===== src/hdl/rhht_pkg.sv =====
// Package for the Robin Hood hash table: default sizes, operation and status codes,
// and the command and status structs between controller and datapath.
// No dependencies.
package rhht_pkg;

	localparam int DEF_CAPACITY    = 1024;
	localparam int DEF_KEY_WIDTH   = 32;
	localparam int DEF_VALUE_WIDTH = 32;

	localparam int FILL_W   = 11;
	localparam int STATUS_W = 3;
	localparam int VOUT_W   = 32;
	localparam int OP_W     = 2;

	localparam logic [FILL_W-1:0] MAX_FILL_RESET = 11'd768;

	localparam logic [OP_W-1:0] OP_PUT    = 2'd0;
	localparam logic [OP_W-1:0] OP_GET    = 2'd1;
	localparam logic [OP_W-1:0] OP_REMOVE = 2'd2;
	localparam logic [OP_W-1:0] OP_CLEAR  = 2'd3;

	localparam logic [STATUS_W-1:0] ST_INSERTED  = 3'd0;
	localparam logic [STATUS_W-1:0] ST_UPDATED   = 3'd1;
	localparam logic [STATUS_W-1:0] ST_FOUND     = 3'd2;
	localparam logic [STATUS_W-1:0] ST_NOT_FOUND = 3'd3;
	localparam logic [STATUS_W-1:0] ST_REMOVED   = 3'd4;
	localparam logic [STATUS_W-1:0] ST_FULL      = 3'd5;
	localparam logic [STATUS_W-1:0] ST_CLEARED   = 3'd6;

	typedef enum logic [2:0] {
		WR_NONE,
		WR_CARRY,
		WR_VAL,
		WR_SWAP,
		WR_SHIFT,
		WR_FREE,
		WR_SWEEP
	} wr_sel_t;

	typedef enum logic [1:0] {
		CNT_HOLD,
		CNT_INC,
		CNT_DEC,
		CNT_ZERO
	} cnt_op_t;

	typedef struct packed {
		logic                load;
		wr_sel_t             wr;
		logic                adv;
		logic                shift_start;
		logic                sweep_inc;
		logic                take_vout;
		cnt_op_t             cnt_op;
		logic                out_load;
		logic [STATUS_W-1:0] code;
	} cmd_t;

	typedef struct packed {
		logic used;
		logic key_match;
		logic matching;
		logic dist_gt;
		logic dist_zero;
		logic step_last;
		logic step_end;
		logic sweep_last;
		logic full;
	} sts_t;

endpackage


===== src/hdl/rhht_ctrl.sv =====
// Controller of the Robin Hood hash table: sequences probe, swap, shift and
// clearing passes and the result handshake. Depends on rhht_pkg.
module rhht_ctrl (
	input  logic                      clk,
	input  logic                      arst_n,
	input  logic                      in_valid,
	output logic                      in_stall,
	input  logic [rhht_pkg::OP_W-1:0] op,
	output logic                      out_valid,
	input  logic                      out_stall,
	input  rhht_pkg::sts_t            sts,
	output rhht_pkg::cmd_t            cmd
);
	import rhht_pkg::*;

	typedef enum logic [2:0] {
		S_SWEEP,
		S_IDLE,
		S_RD,
		S_EV,
		S_SH_RD,
		S_SH_EV,
		S_DONE
	} state_t;

	state_t              state_q;
	logic [OP_W-1:0]     op_q;
	logic [STATUS_W-1:0] code_q;
	logic                boot_q;
	logic                out_valid_q;
	logic                out_free;

	assign in_stall  = (state_q != S_IDLE);
	assign out_valid = out_valid_q;
	assign out_free  = !out_valid_q || !out_stall;

	always_comb begin
		cmd             = '0;
		cmd.wr          = WR_NONE;
		cmd.cnt_op      = CNT_HOLD;
		cmd.code        = code_q;
		unique case (state_q)
			S_SWEEP: begin
				cmd.wr        = WR_SWEEP;
				cmd.sweep_inc = 1'b1;
				if (sts.sweep_last) begin
					cmd.cnt_op = CNT_ZERO;
				end
			end
			S_IDLE: begin
				cmd.load = in_valid;
			end
			S_RD, S_SH_RD: begin
			end
			S_EV: begin
				if (op_q == OP_PUT) begin
					if (!sts.used) begin
						cmd.wr     = WR_CARRY;
						cmd.cnt_op = CNT_INC;
					end else if (sts.matching && sts.key_match) begin
						cmd.wr = WR_VAL;
					end else begin
						cmd.adv = 1'b1;
						if (sts.dist_gt) begin
							cmd.wr = WR_SWAP;
						end
					end
				end else if (sts.used && !sts.dist_gt) begin
					if (sts.key_match) begin
						if (op_q == OP_GET) begin
							cmd.take_vout = 1'b1;
						end else begin
							cmd.shift_start = 1'b1;
						end
					end else begin
						cmd.adv = 1'b1;
					end
				end
			end
			S_SH_EV: begin
				if (sts.step_end || !sts.used || sts.dist_zero) begin
					cmd.wr     = WR_FREE;
					cmd.cnt_op = CNT_DEC;
				end else begin
					cmd.wr  = WR_SHIFT;
					cmd.adv = 1'b1;
				end
			end
			S_DONE: begin
				cmd.out_load = out_free;
			end
			default: begin
			end
		endcase
	end

	always_ff @(posedge clk or negedge arst_n) begin
		if (!arst_n) begin
			state_q     <= S_SWEEP;
			op_q        <= OP_PUT;
			code_q      <= ST_CLEARED;
			boot_q      <= 1'b1;
			out_valid_q <= 1'b0;
		end else begin
			if (out_valid_q && !out_stall && state_q != S_DONE) begin
				out_valid_q <= 1'b0;
			end
			unique case (state_q)
				S_SWEEP: begin
					if (sts.sweep_last) begin
						boot_q  <= 1'b0;
						state_q <= boot_q ? S_IDLE : S_DONE;
					end
				end
				S_IDLE: begin
					if (in_valid) begin
						op_q <= op;
						unique case (op)
							OP_CLEAR: begin
								code_q  <= ST_CLEARED;
								state_q <= S_SWEEP;
							end
							OP_PUT: begin
								if (sts.full) begin
									code_q  <= ST_FULL;
									state_q <= S_DONE;
								end else begin
									state_q <= S_RD;
								end
							end
							default: begin
								state_q <= S_RD;
							end
						endcase
					end
				end
				S_RD: begin
					state_q <= S_EV;
				end
				S_EV: begin
					if (op_q == OP_PUT) begin
						if (!sts.used) begin
							code_q  <= ST_INSERTED;
							state_q <= S_DONE;
						end else if (sts.matching && sts.key_match) begin
							code_q  <= ST_UPDATED;
							state_q <= S_DONE;
						end else if (sts.step_last) begin
							code_q  <= ST_FULL;
							state_q <= S_DONE;
						end else begin
							state_q <= S_RD;
						end
					end else if (!sts.used || sts.dist_gt) begin
						code_q  <= ST_NOT_FOUND;
						state_q <= S_DONE;
					end else if (sts.key_match) begin
						if (op_q == OP_GET) begin
							code_q  <= ST_FOUND;
							state_q <= S_DONE;
						end else begin
							state_q <= S_SH_RD;
						end
					end else if (sts.step_last) begin
						code_q  <= ST_NOT_FOUND;
						state_q <= S_DONE;
					end else begin
						state_q <= S_RD;
					end
				end
				S_SH_RD: begin
					state_q <= S_SH_EV;
				end
				S_SH_EV: begin
					if (sts.step_end || !sts.used || sts.dist_zero) begin
						code_q  <= ST_REMOVED;
						state_q <= S_DONE;
					end else begin
						state_q <= S_SH_RD;
					end
				end
				S_DONE: begin
					if (out_free) begin
						out_valid_q <= 1'b1;
						state_q     <= S_IDLE;
					end
				end
				default: begin
					state_q <= S_IDLE;
				end
			endcase
		end
	end

endmodule


===== config.mk =====
export PLATFORM = sky130hd
export DESIGN_NAME = rhht_ctrl
export DESIGN_NICKNAME = d
export VERILOG_FILES = /design/src/hdl/rhht_pkg.sv /design/src/hdl/rhht_ctrl.sv
export SDC_FILE = /design/constraint.sdc
export NUM_CORES = 1
export LEC_CHECK = 0
export BUFFER_PORTS_ARGS = -buffer_cell sky130_fd_sc_hd__buf_2
export CAP_MARGIN = 20
export CORE_AREA = 2 2 46 52
export DETAILED_ROUTE_END_ITERATION = 7
export DIE_AREA = 0 0 48 54
export MAX_ROUTING_LAYER = met4
export PLACE_DENSITY = 0.72
export SYNTH_ARGS = -nofsm -noshare
export SYNTH_HDL_FRONTEND = slang
export SYNTH_SLANG_ARGS = --single-unit

===== constraint.sdc =====
create_clock -name clk -period 1.4 [get_ports clk]
set_input_delay 0.14 -clock clk [delete_from_list [all_inputs] [get_ports clk]]
set_output_delay 0.14 -clock clk [all_outputs]
set_load 0.01 [all_outputs]

==> summary.md, run 1 <==
| Metric | Value |
|---|---|
| DP Area | 1230 µm² |
| Setup violators final | 15 |
| Final Instance Area | 1570 µm² |
| Syn Nets | 120 |
| Crit path time final | 1690 ps |
| Via density | 5.58 |
| Register area | 256 µm² |
| CP required | 1260 ps |
| Port bufs | 30 |
| CTS sink count | 10 |
| CTS buffer count | 3 |
| Global Route Usage Sum | 25.8% |
| Total Wirelength | 3440 µm |
| Gr ovfl total | 0 |
| Clock latency on the worst-skew pair | 270 ps |
| Synth warnings | 0 |
| Failing checks | negative setup slack |
| DR pass1 iterations | 4 |
| Multi-input gate area | 714 µm² |
| Syn Area/Cell | 8.26 µm² |
| Tcrit/Tclk final | 121% |
| Hold crit path type | in2reg |
| Max Clock Freq | 592 MHz |
| Initial Util | 40.5% |
| WL/cell | 17.0 µm |
| Crit path DAT | 1550 ps |
| Final Hold Fails | 0 |
| Worst-margin pin slew | 440 ps |
| Register area share after synthesis | 29.3% |
| Layout fillers | 129 |
| Syn Inst Count | 105 |
| Root Driver | clkbuf_4 |
| Initial antenna violation count | 0 |
| CP endpoint kind | primary output |
| Status | finished, violations left |
| Die H | 54 µm |
| Startpoint Class | register |
| Std-Cell Rows | 18 |
| Layout cells sized above 1 | 64.0% |
| CTS max path bufs | 2 |
| Die area | 2590 µm² |
| H-tree depth | 1 |
| Final design utilization | 73.6% |
| DR DRC count | 0 |
| Pre-CTS WS | -97.6 ps |
| Die X | 48 µm |
| Pin count of the biggest net entering global routing | 19 |
| Core footprint | 2140 µm² |
| Number of global-route vias before repair | 1038 |
| Antenna cells | 0 |
| Worst Setup Slack, final | -288 ps |
| Area Growth Syn to Fin | 81.5% |
| First-pass GRT wire length | 4570 µm |
| Crit path max fanout | 3 |
| Number of max-cap violations | 0 |
| Final Wtd Congestion | 0.882 |
| Peak supply drop | 0.00146 V |
| Static leakage | 0.736 nW |
| Distinct cells, synth | 42 |
| Post-DP HPWL | 1960 µm |
| Post-synth EDFFs | 0 |
| Nets | 188 |
| Synth Cell Area | 867 µm² |
| Clock Skews | 1.31 ps |
| Top FF cell, synth | dfrtp_1 |
| Final max-slew violation count | 0 |
| Slew headroom | 70.6% |
| RSZ-0062 raised after global routing | yes |
| Synth async-reset ratio | 100% |
| CTS tree | yes |
| Power density cells | 2210 nW/µm² |
| Ports | 31 |
| Synthesis-stage register bit count | 10 |
| Crit Path Class | reg2out |
| Vias | 1128 |
| Antenna-violating nets left | 0 |
| Worst-path clk slew | 80 ps |
| 1st-iter DRT viols | 17 |
## report_power, final
group | total [mW] | switching (mW) | leakage [nW] | internal, mW
Sequential | 0.584 | 0.139 | 0.116 | 0.445
Combinational | 2.62 | 1.25 | 0.600 | 1.37
Clock | 0.279 | 0.121 | 0.0210 | 0.158
## cells in the mapped netlist, types with 3 or more instances
master | number | area (µm²)
inv_1 | 4 | 15.0
dfrtp_1 | 7 | 175
o21ai_0 | 7 | 35.0
nor2_1 | 10 | 37.5
a21oi_1 | 7 | 35.0
and3_1 | 3 | 18.8
nor2b_1 | 3 | 18.8
mux2i_1 | 4 | 40.0
dfstp_2 | 3 | 78.8
nand2_1 | 11 | 41.3
## final cells by class
class | count | share of cell area (%)
multi-input cells | 84 | 45.4
flip-flops and latches | 10 | 16.3
clock buffers | 4 | 2.31
repair buffers | 70 | 32.5
inverters | 4 | 1.11
well taps | 30 | 2.38
## flip-flops by register name (all words and copies together), names as in the netlist
signal,cells
boot_q,1
out_valid,1
code_q,3
op_q,2
state_q,3
## per-layer routing
metal	vias to the layer above	wire length [µm]	track usage, %
met5	-	0	-
met2	48	1870	42.7
met4	0	99	9.46
met1	552	1320	28.7
met3	10	143	7.72
li1	518	-	-
## metrics by stage
stage / instances / power [mW] / hold slack (ps) / setup TNS, ps
floorplan: 105 / 1.57 / -156 / -112
global placement: 184 / 2.24 / 19.8 / -371
detailed placement: 184 / 2.28 / 20.2 / -484
CTS: 199 / 3.08 / 125 / -1850
global route: 202 / 3.70 / 138 / -3210
finish: 202 / 3.48 / 113 / -2140
## worst max-delay path: stages (launching register included)
cell and delay, ps:
dfrtp_1 450, buf_6 160, o31ai_4 230, nand4_1 130, a21boi_1 160, buf_2 150
## cell families (layout without fill, tap and decap cells)
logic type	after synthesis	in the layout	share of synthesized area, %
buffers and inverters	11	78	6.78
muxes	7	7	8.95
DFF	10	10	29.3
and+or+nand+nor	46	46	29.4
AOI/OAI and AO/OA	30	30	24.5
xor gates and xnor gates	1	1	1.01
## placed cells by master, fill, tap and decap left out, types with 2 or more instances in the layout
| master | instances |
|---|---|
| nor2_4 | 2 |
| and3_1 | 2 |
| nand2_1 | 9 |
| mux2i_1 | 4 |
| dfrtp_1 | 5 |
| dfrtp_2 | 2 |
| buf_4 | 25 |
| dfstp_2 | 3 |
| a2111oi_2 | 2 |
| and2_1 | 2 |
| buf_2 | 29 |
| nand2b_1 | 2 |
| or3b_1 | 2 |
| a211oi_4 | 2 |
| inv_1 | 3 |
| buf_6 | 15 |
| mux2_2 | 2 |
| clkbuf_4 | 3 |
| a21oi_1 | 4 |
| nor2_1 | 7 |
| a21oi_2 | 3 |
| o21ai_0 | 3 |
| nor2b_2 | 2 |
| o21ai_1 | 3 |
## path summary, 6_finish.rpt
check,slack [ps],startpoint,to,depth (start not counted)
hold reg to reg,490,code_q[2],code_q[2],2
setup reg to reg,-240,op_q[0],code_q[1],6
min in group asynchronous,270,arst_n,code_q[0],2
setup / recovery,-290,op_q[0],cmd[9],5
hold / removal,110,out_stall,out_valid,3
max in group asynchronous,870,arst_n,code_q[1],2
## repair_timing
item                       4_1_cts  5_1_grt
resized for setup               32       24
setup endpoints to repair       17       20
hold buffers                     1        0
pin swaps                       10       15
gates cloned                     0        0
setup buffers                   10        4
hold endpoints to repair        10        0
Note: power is estimated with default switching activity, not from simulation.
==> run 2, diff against run 1 <==
RECOVER_POWER = 25   (was not set)
==> run 2 against run 1 <==
Effect of this change:
- the run still ends with negative setup slack left
- routed wire length fell by 0.29%
- clock skew hardly changed
- die area did not move
- maximum frequency barely moved
- final cell count stayed put
- clock power barely moved
- critical endpoint unchanged
- largest cell class unchanged
==> summary.md, run 2 (synthesized netlist as in run 1, its figures left out) <==
| Metric | Value |
|---|---|
| Most common cell after layout, fill and taps aside | buf_2 |
| First-pass GRT wire length | 4570 µm (unchanged) |
| Most frequent cells in the layout | buf_2 (28), buf_4 (25), buf_6 (15) |
| Crit path time final | 1690 ps (+0.0960 ps) |
| Crit Path Class | reg2out |
| Ports | 31 (unchanged) |
| CTS tree | yes |
| Register area | 256 µm² (unchanged) |
| Die H | 54 µm (unchanged) |
| Max Clock Freq | 592 MHz (about the same) |
| Gate power share | 75.2% (about the same) |
| Antenna cells | 0 (unchanged) |
| Vias | 1123 (-0.44%) |
| Min Hold Slack | 113 ps (+0.611 ps) |
| Via density | 5.56 (-0.44%) |
| Max stage delay on crit path | 450 ps (about the same) |
| Static leakage | 0.734 nW (-0.37%) |
| DP Cell Count | 184 (unchanged) |
| Setup violators final | 15 (unchanged) |
| Cell family with most CP delay | flip-flops |
| Peak supply drop | 0.00146 V (-0.14%) |
| Layout fillers | 130 (+0.78%) |
| Cell-internal power | 1.97 mW (about the same) |
| Initial Util | 40.5% (unchanged) |
| CTS sink count | 10 (unchanged) |
| DR DRC count | 0 (unchanged) |
| Slowest CP cell | dfrtp_1 |
| Final Hold Fails | 0 (unchanged) |
| Largest registers | code_q: 3 flops, state_q: 3 flops, op_q: 2 flops |
| Crit path max fanout | 3 (unchanged) |
| Port bufs | 30 (unchanged) |
| Tot Pwr | 3.48 mW (about the same) |
| Status | finished, violations left |
| Number of global-route vias before repair | 1038 (unchanged) |
| Global Route Usage Sum | 25.8% (unchanged) |
| Final max-slew violation count | 0 (unchanged) |
| Gr ovfl total | 0 (unchanged) |
| Net Switching | 1.51 mW (about the same) |
| CP required | 1260 ps (about the same) |
| Clock latency on the worst-skew pair | 270 ps (about the same) |
| Critical Path, Cell by Cell | buf_6 -> o31ai_4 -> nand4_1 -> a21boi_1 -> buf_2 |
| CP endpoint kind | primary output |
| Flop pwr share | 16.8% (about the same) |
| 1st-iter DRT viols | 16 (-1) |
| CTS buffer count | 3 (unchanged) |
| Number of max-cap violations | 0 (unchanged) |
| Root Driver | clkbuf_4 |
| Power density cells | 2210 nW/µm² (about the same) |
| Initial antenna violation count | 0 (unchanged) |
| Setup TNS | -2130 ps (+8.65 ps) |
| H-tree depth | 1 (unchanged) |
| Multi-input gate area | 714 µm² (unchanged) |
| Layout cells sized above 1 | 63.4% (-0.58 points) |
| Failing checks | negative setup slack |
| Core footprint | 2140 µm² (unchanged) |
| Crit path DAT | 1550 ps (about the same) |
| Crit path buf inv count | 2 (unchanged) |
| Total Wirelength | 3430 µm (-0.29%) |
| Area Growth Syn to Fin | 81.4% (about the same) |
| Crit. Startpoint | op_q[0] |
| Std-Cell Rows | 18 (unchanged) |
| Final Wtd Congestion | 0.882 (unchanged) |
| Startpoint Class | register |
| Pin count of the biggest net entering global routing | 19 (unchanged) |
| Slew headroom | 61.4% (-9.2 points) |
| RSZ-0062 raised after global routing | yes |
| Nets | 188 (unchanged) |
| Antenna-violating nets left | 0 (unchanged) |
| Worst-margin pin slew | 579 ps (+140 ps) |
| CTS max path bufs | 2 (unchanged) |
| Die area | 2590 µm² (unchanged) |
| Worst Setup Slack, final | -288 ps (-0.0960 ps) |
| Post-Layout Cell Count | 202 (unchanged) |
| DR pass1 iterations | 4 (unchanged) |
| Post-DP HPWL | 1960 µm (unchanged) |
| Crit Reg-Reg Startpoint | op_q[0] |
| Sw frac | 43.4% (about the same) |
| Worst-path clk slew | 80 ps (about the same) |
| Tcrit/Tclk final | 121% (about the same) |
| Hold crit path type | in2reg |
| Clk pwr share | 8.0% (about the same) |
| Die X | 48 µm (unchanged) |
| Hold Crit Start | out_stall |
| WL/cell | 17.0 µm (-0.29%) |
| Clock Skews | 1.28 ps (-0.0269 ps) |
==> run 2: changes by cell type in the layout (fill, tap and decap cells not counted) <==
cell	delta
clkbuf_1	+1
buf_2	-1
==> run 2: path summary, 6_finish.rpt <==
check                        endpoint  slack [ps]  cells past startpoint
max                            cmd[9]        -290                      5
min                         out_valid         110                      3
max reg2reg                 code_q[1]        -240                      6
min reg2reg                 code_q[2]         490                      2
max in group asynchronous  state_q[1]         600                      2
min in group asynchronous   code_q[0]         390                      2
==> run 2: final cells by class <==
type	count	area share [%]
Tap cell	30	2.39
Multi-Input combinational cell	84	45.4
Timing Repair Buffer	70	32.5
Sequential cell	10	16.3
Inverter	4	1.11
Clock buffer	4	2.31
==> run 2: per-stage QoR <==
stage	setup slack [ps]	cell area [µm²]	utilization (%)
2_1_floorplan	-76.8	887	-
3_3_place_gp	-81.4	1230	57.3
3_5_place_dp	-97.6	1230	57.3
4_1_cts	-195	1460	68.3
5_1_grt	-338	1570	73.5
6_report	-288	1570	73.5
==> run 2: repair_timing <==
| item | 4_1_cts | 5_1_grt |
|---|---|---|
| hold endpoints to repair | 10 | 0 |
| setup endpoints to repair | 17 | 20 |
| pin swaps | 10 | 15 |
| hold buffers | 1 | 0 |
| resized for setup | 32 | 24 |
| setup buffers | 10 | 4 |
==> run 2: worst min-delay path, cell delays in order <==
cell	delay (ps)
buf_2	70
nand2_1	60
o21ai_0	80
==> run 2: power by group through the flow <==
stage | logic, mW | registers, mW | clock network (mW)
after floorplan | 1.01 | 0.554 | 0
after global placement | 1.69 | 0.552 | 0
after detailed placement | 1.72 | 0.556 | 0
after CTS | 2.26 | 0.546 | 0.277
after global routing | 2.80 | 0.597 | 0.306
final | 2.62 | 0.584 | 0.279
==> run 2: metal layers <==
layer	up-vias	GRT usage [%]	routed length [µm]
met5	-	-	0
met2	46	42.7	1860
met1	548	28.7	1340
met3	10	7.72	132
met4	0	9.46	99
li1	519	-	-
==> run 3, diff against run 2 <==
CORE_AREA = 2 2 44 50   (was 2 2 46 52)
CTS_CLUSTER_DIAMETER = 100   (was not set)
DIE_AREA = 0 0 46 52   (was 0 0 48 54)
PLACE_DENSITY = 0.75   (was 0.72)
RECOVER_POWER = not set   (was 25)
clock period = 1.9 ns   (was 1.4 ns; I/O delays follow)
==> run 3 against run 2 <==
Effect of this change:
- the flow now finishes without violations
- power shrank 55%
- routed wire length shrank 35%
- via count shrank 20%
- first-iteration DRC count grew 25%
- sequential power shrank 27%
- count of clock-buffer cells in the layout is the same
- highest routed layer unchanged
- critical path type unchanged
==> summary.md, run 3 (synthesized netlist as in run 1, its figures left out) <==
| Metric | Value |
|---|---|
| Status | completed |
| Vias | 894 (-20%) |
| Cell family with most CP delay | simple AND/OR/NAND/NOR gates |
| R2R Path End | code_q[0] |
| Layout fillers | 194 (+49%) |
| Critical Path Sink | cmd[10] |
| Core footprint | 1910 µm² (-11%) |
| Number of global-route vias before repair | 862 (-17%) |
| First-pass GRT wire length | 3710 µm (-19%) |
| Ports | 31 (unchanged) |
| CP required | 1710 ps (+450 ps) |
| Die X | 46 µm (-4.2%) |
| Most common cell after layout, fill and taps aside | buf_2 |
| Crit. Startpoint | state_q[0] |
| Worst-path clk slew | 70 ps (about the same) |
| Final Wtd Congestion | 0.833 (-5.6%) |
| DR pass1 iterations | 4 (unchanged) |
| Root Driver | clkbuf_4 |
| Pin count of the biggest net entering global routing | 17 (-2) |
| Final design utilization | 56.5% (-17 points) |
| WP depth | 4 (-1) |
| Post-Layout Cell Count | 157 (-22%) |
| Gr ovfl total | 0 (unchanged) |
| Port bufs | 30 (unchanged) |
| Critical Path, Cell by Cell | nor2b_1 -> and3_1 -> or2_2 -> buf_2 |
| Antenna-violating nets left | 0 (unchanged) |
| H-tree depth | 1 (unchanged) |
| Initial antenna violation count | 0 (unchanged) |
| DP Cell Count | 152 (-17%) |
| Slowest CP cell | dfrtp_1 |
| Worst Setup Slack, final | 98.8 ps (+387 ps) |
| CTS sink count | 10 (unchanged) |
| Die H | 52 µm (-3.7%) |
| 1st-iter DRT viols | 20 (+4) |
| Crit Reg-Reg Startpoint | state_q[2] |
| Layout cells sized above 1 | 37.7% (-26 points) |
| Setup TNS | 0 ps (+2130 ps) |
| Min Hold Slack | 169 ps (+55.8 ps) |
| Area Growth Syn to Fin | 24.8% |
| Power density cells | 1460 nW/µm² (-34%) |
| Max stage delay on crit path | 500 ps (+50 ps) |
| Crit path DAT | 1610 ps (+60 ps) |
| Crit path buf inv count | 1 (-1) |
| Crit path max fanout | 11 (+8) |
| Final Hold Fails | 0 (unchanged) |
| Largest registers | code_q: 3 flops, state_q: 3 flops, op_q: 2 flops |
| Die area | 2390 µm² (-7.7%) |
| Total Wirelength | 2220 µm (-35%) |
| Tot Pwr | 1.58 mW (-55%) |
| Static leakage | 0.519 nW (-29%) |
| WL/cell | 14.2 µm (-17%) |
| Clock latency on the worst-skew pair | 270 ps (about the same) |
| Slew headroom | 72.4% (+11 points) |
| RSZ-0062 raised after global routing | no |
| Peak supply drop | 0.000781 V (-47%) |
| Global Route Usage Sum | 21.6% (-4.2 points) |
| Clock Skews | 15.2 ps (+13.9 ps) |
| Max Clock Freq | 555 MHz |
| Pre-CTS WS | 265 ps (+362 ps) |
| DP Area | 1030 µm² (-16%) |
| Number of max-cap violations | 0 (unchanged) |
| Worst R2R Path Depth | 4 (-2) |
| Final Instance Area | 1080 µm² (-31%) |
| Setup violators final | 0 (-15) |
| Crit path time final | 1800 ps |
| Startpoint Class | register |
| Hold crit path type | in2reg |
| CTS buffer count | 3 (unchanged) |
| Via density | 5.69 (+2.4%) |
| Std-Cell Rows | 17 (-1) |
| CTS tree | yes |
| Antenna cells | 0 (unchanged) |
| Initial Util | 45.3% (+4.8 points) |
| CP endpoint kind | primary output |
| CTS max path bufs | 2 (unchanged) |
| Post-DP HPWL | 1780 µm (-9.5%) |
| Internal reg-to-reg setup slack | 290 ps (+530 ps) |
| Nets | 154 (-18%) |
| DR DRC count | 0 (unchanged) |
| Final max-slew violation count | 0 (unchanged) |
| Worst-margin pin slew | 404 ps (-176 ps) |
| Crit Path Class | reg2out |
| Most frequent cells in the layout | buf_2 (30), nand2_1 (11), nor2_1 (10) |
| Tcrit/Tclk final | 94.8% |
run 3: what timing repair did:
item | CTS | global route
hold buffers | 1 | 0
endpoints found under the setup margin | 0 | 2
gates resized for setup | 0 | 2
setup buffers | 0 | 0
endpoints found under the hold margin | 7 | 0
run 3: worst register-to-register path, delay by kind of cell, from the launching register on:
family | cells | cell delay (ps)
DFF | 1 | 400
muxes | 1 | 330
AOI/OAI and AO/OA | 1 | 330
and+or+nand+nor | 2 | 420
run 3: where the power goes:
group,total (mW),switching [mW],internal (mW)
clock,0.155,0.0742,0.0810
combinational,1.00,0.548,0.453
sequential,0.427,0.105,0.323
total,1.58,0.726,0.857
run 3: area by class of cell:
cell class                      instances  area [µm²]  area share [%]
Tap cell                               19        23.8            2.20
Multi-Input combinational cell         84         566            52.3
Clock buffer                            4        26.3            2.43
Inverter                                4        15.0            1.39
Timing Repair Buffer                   36         198            18.3
Sequential cell                        10         254            23.5
run 3: worst min-delay path by stage:
stage                    from        end  slack (ps)  cells after the start
floorplan              arst_n  code_q[0]        -110                      0
global placement       arst_n  code_q[0]          60                      1
detailed placement     arst_n    op_q[1]          60                      1
CTS                 out_stall  out_valid         180                      3
global route            op[0]    op_q[0]         210                      2
finish              out_stall  out_valid         170                      3
run 3: routing by layer:
layer | routed length [µm] | track usage, % | up-vias
met4 | 11 | 2.86 | 0
met1 | 927 | 24.5 | 419
met3 | 107 | 5.56 | 3
met5 | 0 | - | -
met2 | 1180 | 38.2 | 22
li1 | - | - | 450
